### config.mk
export PLATFORM = sky130hd
export DESIGN_NAME = bwci_queue
export DESIGN_NICKNAME = d
export VERILOG_FILES = /design/src/rtl/bwci_pkg.sv /design/src/rtl/bwci_queue.sv
export SDC_FILE = /design/constraint.sdc
export NUM_CORES = 2
export LEC_CHECK = 0
export BUFFER_PORTS_ARGS = -buffer_cell sky130_fd_sc_hd__buf_2
export CORE_MARGIN = 8
export CORE_UTILIZATION = 45
export DETAILED_ROUTE_END_ITERATION = 7
export HOLD_SLACK_MARGIN = 0.06
export PLACE_DENSITY = 0.64
export SYNTH_ARGS = -nofsm -noshare
export SYNTH_HDL_FRONTEND = slang
export SYNTH_MEMORY_MAX_BITS = 65536
export SYNTH_SLANG_ARGS = --single-unit
### constraint.sdc
create_clock -name clk -period 16.5 [get_ports clk]
set_input_delay 0.825 -clock clk [delete_from_list [all_inputs] [get_ports clk]]
set_output_delay 0.825 -clock clk [all_outputs]
set_load 0.05 [all_outputs]
### src/rtl/bwci_pkg.sv
// shared types, constants and saturation helpers for the wall contact impulse unit
package bwci_pkg;

  localparam int FRAC_BITS   = 16;
  localparam int QUEUE_DEPTH = 16;
  localparam int QPTR_W      = $clog2(QUEUE_DEPTH);
  localparam int FRONT_LAT   = 7;
  localparam int Q_W         = 31;
  localparam int ONEPE_W     = ((FRAC_BITS > 17) ? FRAC_BITS : 17) + 2;
  localparam int NUM_W       = ONEPE_W + 32;
  localparam int DEN_W       = (((62 - FRAC_BITS) > 31) ? (62 - FRAC_BITS) : 31) + 1;
  localparam int DIST_W      = (((32 + FRAC_BITS) > 50) ? (32 + FRAC_BITS) : 50) + 2;

  typedef enum logic [1:0] {
    ST_CLEAR     = 2'd0,
    ST_COLLIDE   = 2'd1,
    ST_PENETRATE = 2'd2
  } status_t;

  typedef enum logic [1:0] {
    REG_INV_MASS    = 2'd0,
    REG_INV_INERTIA = 2'd1,
    REG_RESTITUTION = 2'd2,
    REG_DEPTH_EPS   = 2'd3
  } reg_idx_t;

  typedef struct packed {
    logic [30:0] inv_mass;
    logic [30:0] inv_inertia;
    logic [16:0] restitution;
    logic [30:0] depth_eps;
  } cfg_t;

  // classified pair handed from the front end to the queue
  typedef struct packed {
    status_t            status;
    logic signed [31:0] ux;
    logic signed [31:0] uy;
    logic signed [31:0] w;
    logic signed [17:0] nx;
    logic signed [17:0] ny;
    logic signed [31:0] pdn;
    logic [NUM_W-1:0]   num;
    logic [DEN_W-1:0]   den;
  } work_t;

  // impulse handed from the divider to the velocity update
  typedef struct packed {
    status_t            status;
    logic               pass;
    logic [Q_W-1:0]     j;
    logic signed [31:0] ux;
    logic signed [31:0] uy;
    logic signed [31:0] w;
    logic signed [17:0] nx;
    logic signed [17:0] ny;
    logic signed [31:0] pdn;
  } imp_t;

  function automatic logic signed [31:0] sat32(input logic signed [65:0] x);
    logic signed [31:0] r;
    if (x > 66'sd2147483647) r = 32'sh7fffffff;
    else if (x < -66'sd2147483648) r = 32'sh80000000;
    else r = x[31:0];
    return r;
  endfunction

  function automatic logic [30:0] usat31(input logic [63:0] x);
    logic [30:0] r;
    if (x > 64'h7fffffff) r = 31'h7fffffff;
    else r = x[30:0];
    return r;
  endfunction

endpackage

### src/rtl/bwci_queue.sv
// short queue between the front end and the impulse back end
module bwci_queue import bwci_pkg::*; (
  input  logic            clk,
  input  logic            rst,
  input  logic            push,
  input  work_t           push_rec,
  output logic            pop,
  output work_t           pop_rec,
  output logic [QPTR_W:0] count
);

  work_t             mem [QUEUE_DEPTH];
  logic [QPTR_W-1:0] wr_ptr, rd_ptr;

  // back end never stalls, so it drains whenever something is queued
  assign pop     = (count != '0);
  assign pop_rec = mem[rd_ptr];

  always_ff @(posedge clk) begin
    if (push) begin
      mem[wr_ptr] <= push_rec;
    end
  end

  always_ff @(posedge clk) begin
    if (rst) begin
      wr_ptr <= '0;
      rd_ptr <= '0;
      count  <= '0;
    end else begin
      if (push) wr_ptr <= wr_ptr + 1'b1;
      if (pop) rd_ptr <= rd_ptr + 1'b1;
      count <= count + (QPTR_W+1)'(push) - (QPTR_W+1)'(pop);
    end
  end

`ifndef NO_ASSERTIONS
  a_no_overflow: assert property (@(posedge clk) disable iff (rst)
    count <= (QPTR_W+1)'(QUEUE_DEPTH))
    else $error("queue overflow");

  a_count_track: assert property (@(posedge clk) disable iff (rst)
    1'b1 |=> count == $past(count) + (QPTR_W+1)'($past(push)) - (QPTR_W+1)'($past(pop)))
    else $error("queue count out of step");

  a_empty_stays: assert property (@(posedge clk) disable iff (rst)
    (count == '0 && !push) |=> count == '0)
    else $error("queue filled without push");
`endif

endmodule

==> summary by stage <==
Run status
The run finished with clean final reports.

Power
Dividing total power by cell area gives a power density of around 160 mW/mm^2. The leakage dissipation is between 50 and 60 nW. The worst-case IR drop observed on VDD is 0.149 mV.

Clock network
After clock tree synthesis, the clock-pin slew on the worst setup and hold paths is 0.06 ns. The clock root buffer is sky130_fd_sc_hd__clkbuf_16. The TritonCTS clock tree is yes.

The number of clock sinks is between 4000 and 5000. The latest clock arrival within the worst-skew pair is around 0.96 ns. Post-CTS repair changed the size of 0 cells.

The number of hold buffers added after CTS was 0. The maximum clock path buffer count is 4. In this run the post-CTS setup repair buffer count came out at 0.

Clock tree synthesis inserted a total of about 430 buffers. The H-tree level count is 5.

Synthesis
The number of synthesized flops with an enable pin is ~4200. The largest total area in the synthesized netlist belongs to sky130_fd_sc_hd__edfxtp_1. The most common cell in the synthesized netlist is sky130_fd_sc_hd__edfxtp_1.

In the synthesized netlist, the number of instances is slightly below 7000. Sequential elements use 80.1% of the synthesized area. The share of async-settable or async-resettable flops after synthesis is 0%. Sorting the synthesized cells by how often they occur yields sky130_fd_sc_hd__edfxtp_1 (4224), sky130_fd_sc_hd__mux4_2 (913), sky130_fd_sc_hd__a22oi_1 (485).

The leading register cell type out of synthesis is sky130_fd_sc_hd__edfxtp_1. In the post-synthesis netlist, the biggest area contributors are sky130_fd_sc_hd__edfxtp_1 (80%), sky130_fd_sc_hd__mux4_2 (13%), sky130_fd_sc_hd__a22oi_1 (2.3%), sky130_fd_sc_hd__mux2i_1 (1.8%), sky130_fd_sc_hd__buf_2 (0.64%). In this run the cell area of the synthesized design comes to approximately 0.16 mm^2. After synthesis the netlist holds a flip-flop and latch count of 4241. The count of synthesis-stage warnings from yosys is 0.

Counting distinct cell types in the post-synthesis netlist gives 35. The synthesized net count is 7136. The average instance area after synthesis is around 23 um^2.

The fraction of post-synthesis cell area in the top cell type by area is approximately four fifths.

Worst setup path
The cell that appears most often on the critical path is sky130_fd_sc_hd__buf_4. The signal on the critical path passes through buf_4 > buf_4 > buf_4 > buf_4 > mux4_2 > a22oi_1 > nand2_1 > buf_2. The endpoint identified for the worst register-to-register timing path is mem[3][212]. STA puts the critical path data arrival time at roughly 6.4 ns. The worst-path maximum fanout is 49. The startpoint-to-endpoint class of the critical path is reg -> out. The worst setup path is captured at an output port. For flop-to-flop paths, the worst setup slack is around 12 ns.

The worst setup path is launched from a flop. For this run, the slowest stage of the critical path takes 0.89 ns. For the worst setup path, the data required time is about 16 ns.

The most critical setup path has its endpoint at pop_rec[247]. On the critical path, the stage with the largest delay is an instance of sky130_fd_sc_hd__buf_4. The startpoint of the lowest-slack register-to-register path is wr_ptr[2]. The length in cells of the worst reg-to-reg path is 5.

STA
The count of final hold-check violations is 0. Setup repair after global routing left no endpoint under its margin. The max-slew violation count was 0. The part of the cycle the worst path needs is 44.0%. For the final routed database, the setup TNS stands at 0 ns.

At the pin with the least slew margin, the transition time is 1.25 ns. In this run the tightest slew margin relative to its limit is about 17%. The maximum operating frequency is approximately 0.14 GHz. The number of endpoints failing setup at the final stage is 0. After layout, the minimum clock period comes to between 7 and 8 ns. On the final layout, the worst clock skew is approximately 0.035 ns.

Layout
The final-layout fill cell count is 27200. The number of cells in the finished layout apart from fillers is around 13000. The area taken by flip-flops and latches is ~0.13 mm^2. The share of post-route cells with drive strength above 1 is between 20% and 30%.

The multi-input combinational cells in the finished layout cover a total of between 0.02 and 0.03 mm^2. Relative to the synthesized area, the layout overhead comes to 13.7%. The finished cells cover roughly 0.18 mm^2.

The final layout contains around 7900 nets.

Place
Detailed placement ended at an HPWL of a little over 200 mm. The count of input and output buffers is ~540. The cell area after placement is ~0.17 mm^2. The final RePlAce weighted congestion is ~0.74. The number of placed instances with taps included is 11800.

Die
The number of ports placed on the die boundary is 537. The standard-cell row count is around 220. The core region area is between 0.3 and 0.4 mm^2. The die covers approximately 0.37 mm^2.

Measured along the y axis, the die boundary spans approximately 610 um. Once the floorplan was initialized, standard cells occupied 45.1% of the core. The floorplan step set the die width to around 600 um.

Detailed routing
The total wirelength of the detailed-routed design is about 400 mm. The ratio of routed vias to standard cells is ~5.9. For this run, design rule violations remaining after detail routing come to 0. The average routed wire per standard cell is approximately 32 um. The pre-antenna-repair detailed-routing pass consisted of 5 iterations. The detailed router finished its first iteration with between 7000 and 8000 violations. The number of nets with antenna violations after routing is 0.

The detailed-route via count is 75100.

Hold path
The tightest min-delay check is of the in -> reg type.

Global route
The first-pass GRT wire length is ~570 mm. The largest net degree at the start of global routing is between 150 and 200. The total overflow left after global routing is 0. The via count of the first global-routing pass is 77700.

The total routing usage reported by global routing is 20.9%. The number of antenna violations at the first check in global routing is around 130.

Run
The tool flagged a number of max-cap violations equal to 0.
[placed cells by master (no fill, tap or decap), types with 2 or more instances in the layout]
cell type / n
sky130_fd_sc_hd__a21oi_1: 3
sky130_fd_sc_hd__a22oi_1: 485
sky130_fd_sc_hd__and2_4: 18
sky130_fd_sc_hd__buf_12: 16
sky130_fd_sc_hd__buf_2: 536
sky130_fd_sc_hd__buf_4: 134
sky130_fd_sc_hd__bufinv_16: 30
sky130_fd_sc_hd__clkbuf_1: 117
sky130_fd_sc_hd__clkbuf_16: 429
sky130_fd_sc_hd__clkinv_1: 98
sky130_fd_sc_hd__clkinv_16: 18
sky130_fd_sc_hd__clkinv_2: 67
sky130_fd_sc_hd__clkinv_4: 6
sky130_fd_sc_hd__clkinv_8: 5
sky130_fd_sc_hd__clkinvlp_4: 8
sky130_fd_sc_hd__dfxtp_1: 13
sky130_fd_sc_hd__dfxtp_4: 4
sky130_fd_sc_hd__diode_2: 48
sky130_fd_sc_hd__edfxtp_1: 4224
sky130_fd_sc_hd__ha_1: 11
sky130_fd_sc_hd__inv_1: 9
sky130_fd_sc_hd__inv_16: 2
sky130_fd_sc_hd__inv_6: 3
sky130_fd_sc_hd__mux2i_1: 288
sky130_fd_sc_hd__mux4_2: 913
sky130_fd_sc_hd__nand2_1: 220
sky130_fd_sc_hd__nand2_2: 2
sky130_fd_sc_hd__nand3_1: 70
sky130_fd_sc_hd__nand4_1: 2
sky130_fd_sc_hd__nor2_1: 68
sky130_fd_sc_hd__nor2_4: 5
sky130_fd_sc_hd__nor2b_1: 2
sky130_fd_sc_hd__nor2b_4: 5
sky130_fd_sc_hd__o2111ai_1: 3
sky130_fd_sc_hd__o22ai_1: 110
sky130_fd_sc_hd__or2_2: 2
sky130_fd_sc_hd__xnor2_1: 4
sky130_fd_sc_hd__xor2_1: 5
[state kept, by name, summed over array words and instances (netlist names), named ones only]
signal and count:
count 5, mem 4224, rd_ptr 4, wr_ptr 4
[worst max-delay path, delay by kind of cell, from the launching register on]
| kind | cells | cell delay (ns) |
|---|---|---|
| buffers and inverters | 5 | 3.42 |
| flip-flops | 1 | 0.83 |
| multiplexers | 1 | 0.60 |
| AO/OA/AOI/OAI | 1 | 0.26 |
| AND/OR/NAND/NOR | 1 | 0.18 |
[where the power goes]
group	internal, W	switching [W]
clock	0.00528	0.00406
combinational	0.00245	0.00439
sequential	0.0120	0.0000800
[how the worst min path moves through the flow]
stage,from,to,slack (ns),depth (start not counted)
finish,push_rec[234],mem[6][234],0.21,1
global route,push_rec[19],mem[14][19],0.17,1
CTS,push_rec[169],mem[8][169],0.13,1
detailed placement,rd_ptr[1],flop,0.54,2
global placement,rd_ptr[2],flop,0.52,2
floorplan,rd_ptr[3],flop,0.48,2
[logic make-up after synthesis]
kind of cell,synth area share (%)
adder cells (fa/ha/maj),0.0993
multiplexers,14.8
flip-flops,80.1
AND/OR/NAND/NOR,1.07
AO/OA/AOI/OAI,2.76
buffers and inverters,1.18
XOR/XNOR,0.0496
[per-stage QoR]
stage / utilization (%) / worst slack (ns) / hold slack, ns / power, W
after floorplan: - / 8.45 / 0.485 / 0.0174
after global placement: 47.4 / 9.99 / 0.521 / 0.0192
after detailed placement: 47.4 / 9.96 / 0.541 / 0.0193
after CTS: 51.3 / 8.90 / 0.132 / 0.0286
after global routing: 51.3 / 8.54 / 0.166 / 0.0293
final: 51.3 / 9.24 / 0.212 / 0.0283
[routing by layer]
metal	part of all wire (%)	up-vias	track usage [%]
met1	39	40700	27.4
met4	3.1	40	5.88
met2	51	2824	35.9
met5	0.063	-	0
met3	7.0	669	3.78
li1	-	30800	-
[cell type report]
cell class | count | share of cell area, %
diodes | 48 | 0.0665
clock buffers | 546 | 6.19
clock inverters | 238 | 1.34
inverters | 9 | 0.0187
multi-input cells | 2228 | 16.6
flip-flops and latches | 4241 | 70.4
well taps | 4620 | 3.20
repair buffers | 686 | 2.22
No activity file was read; power rests on OpenSTA's default activity.
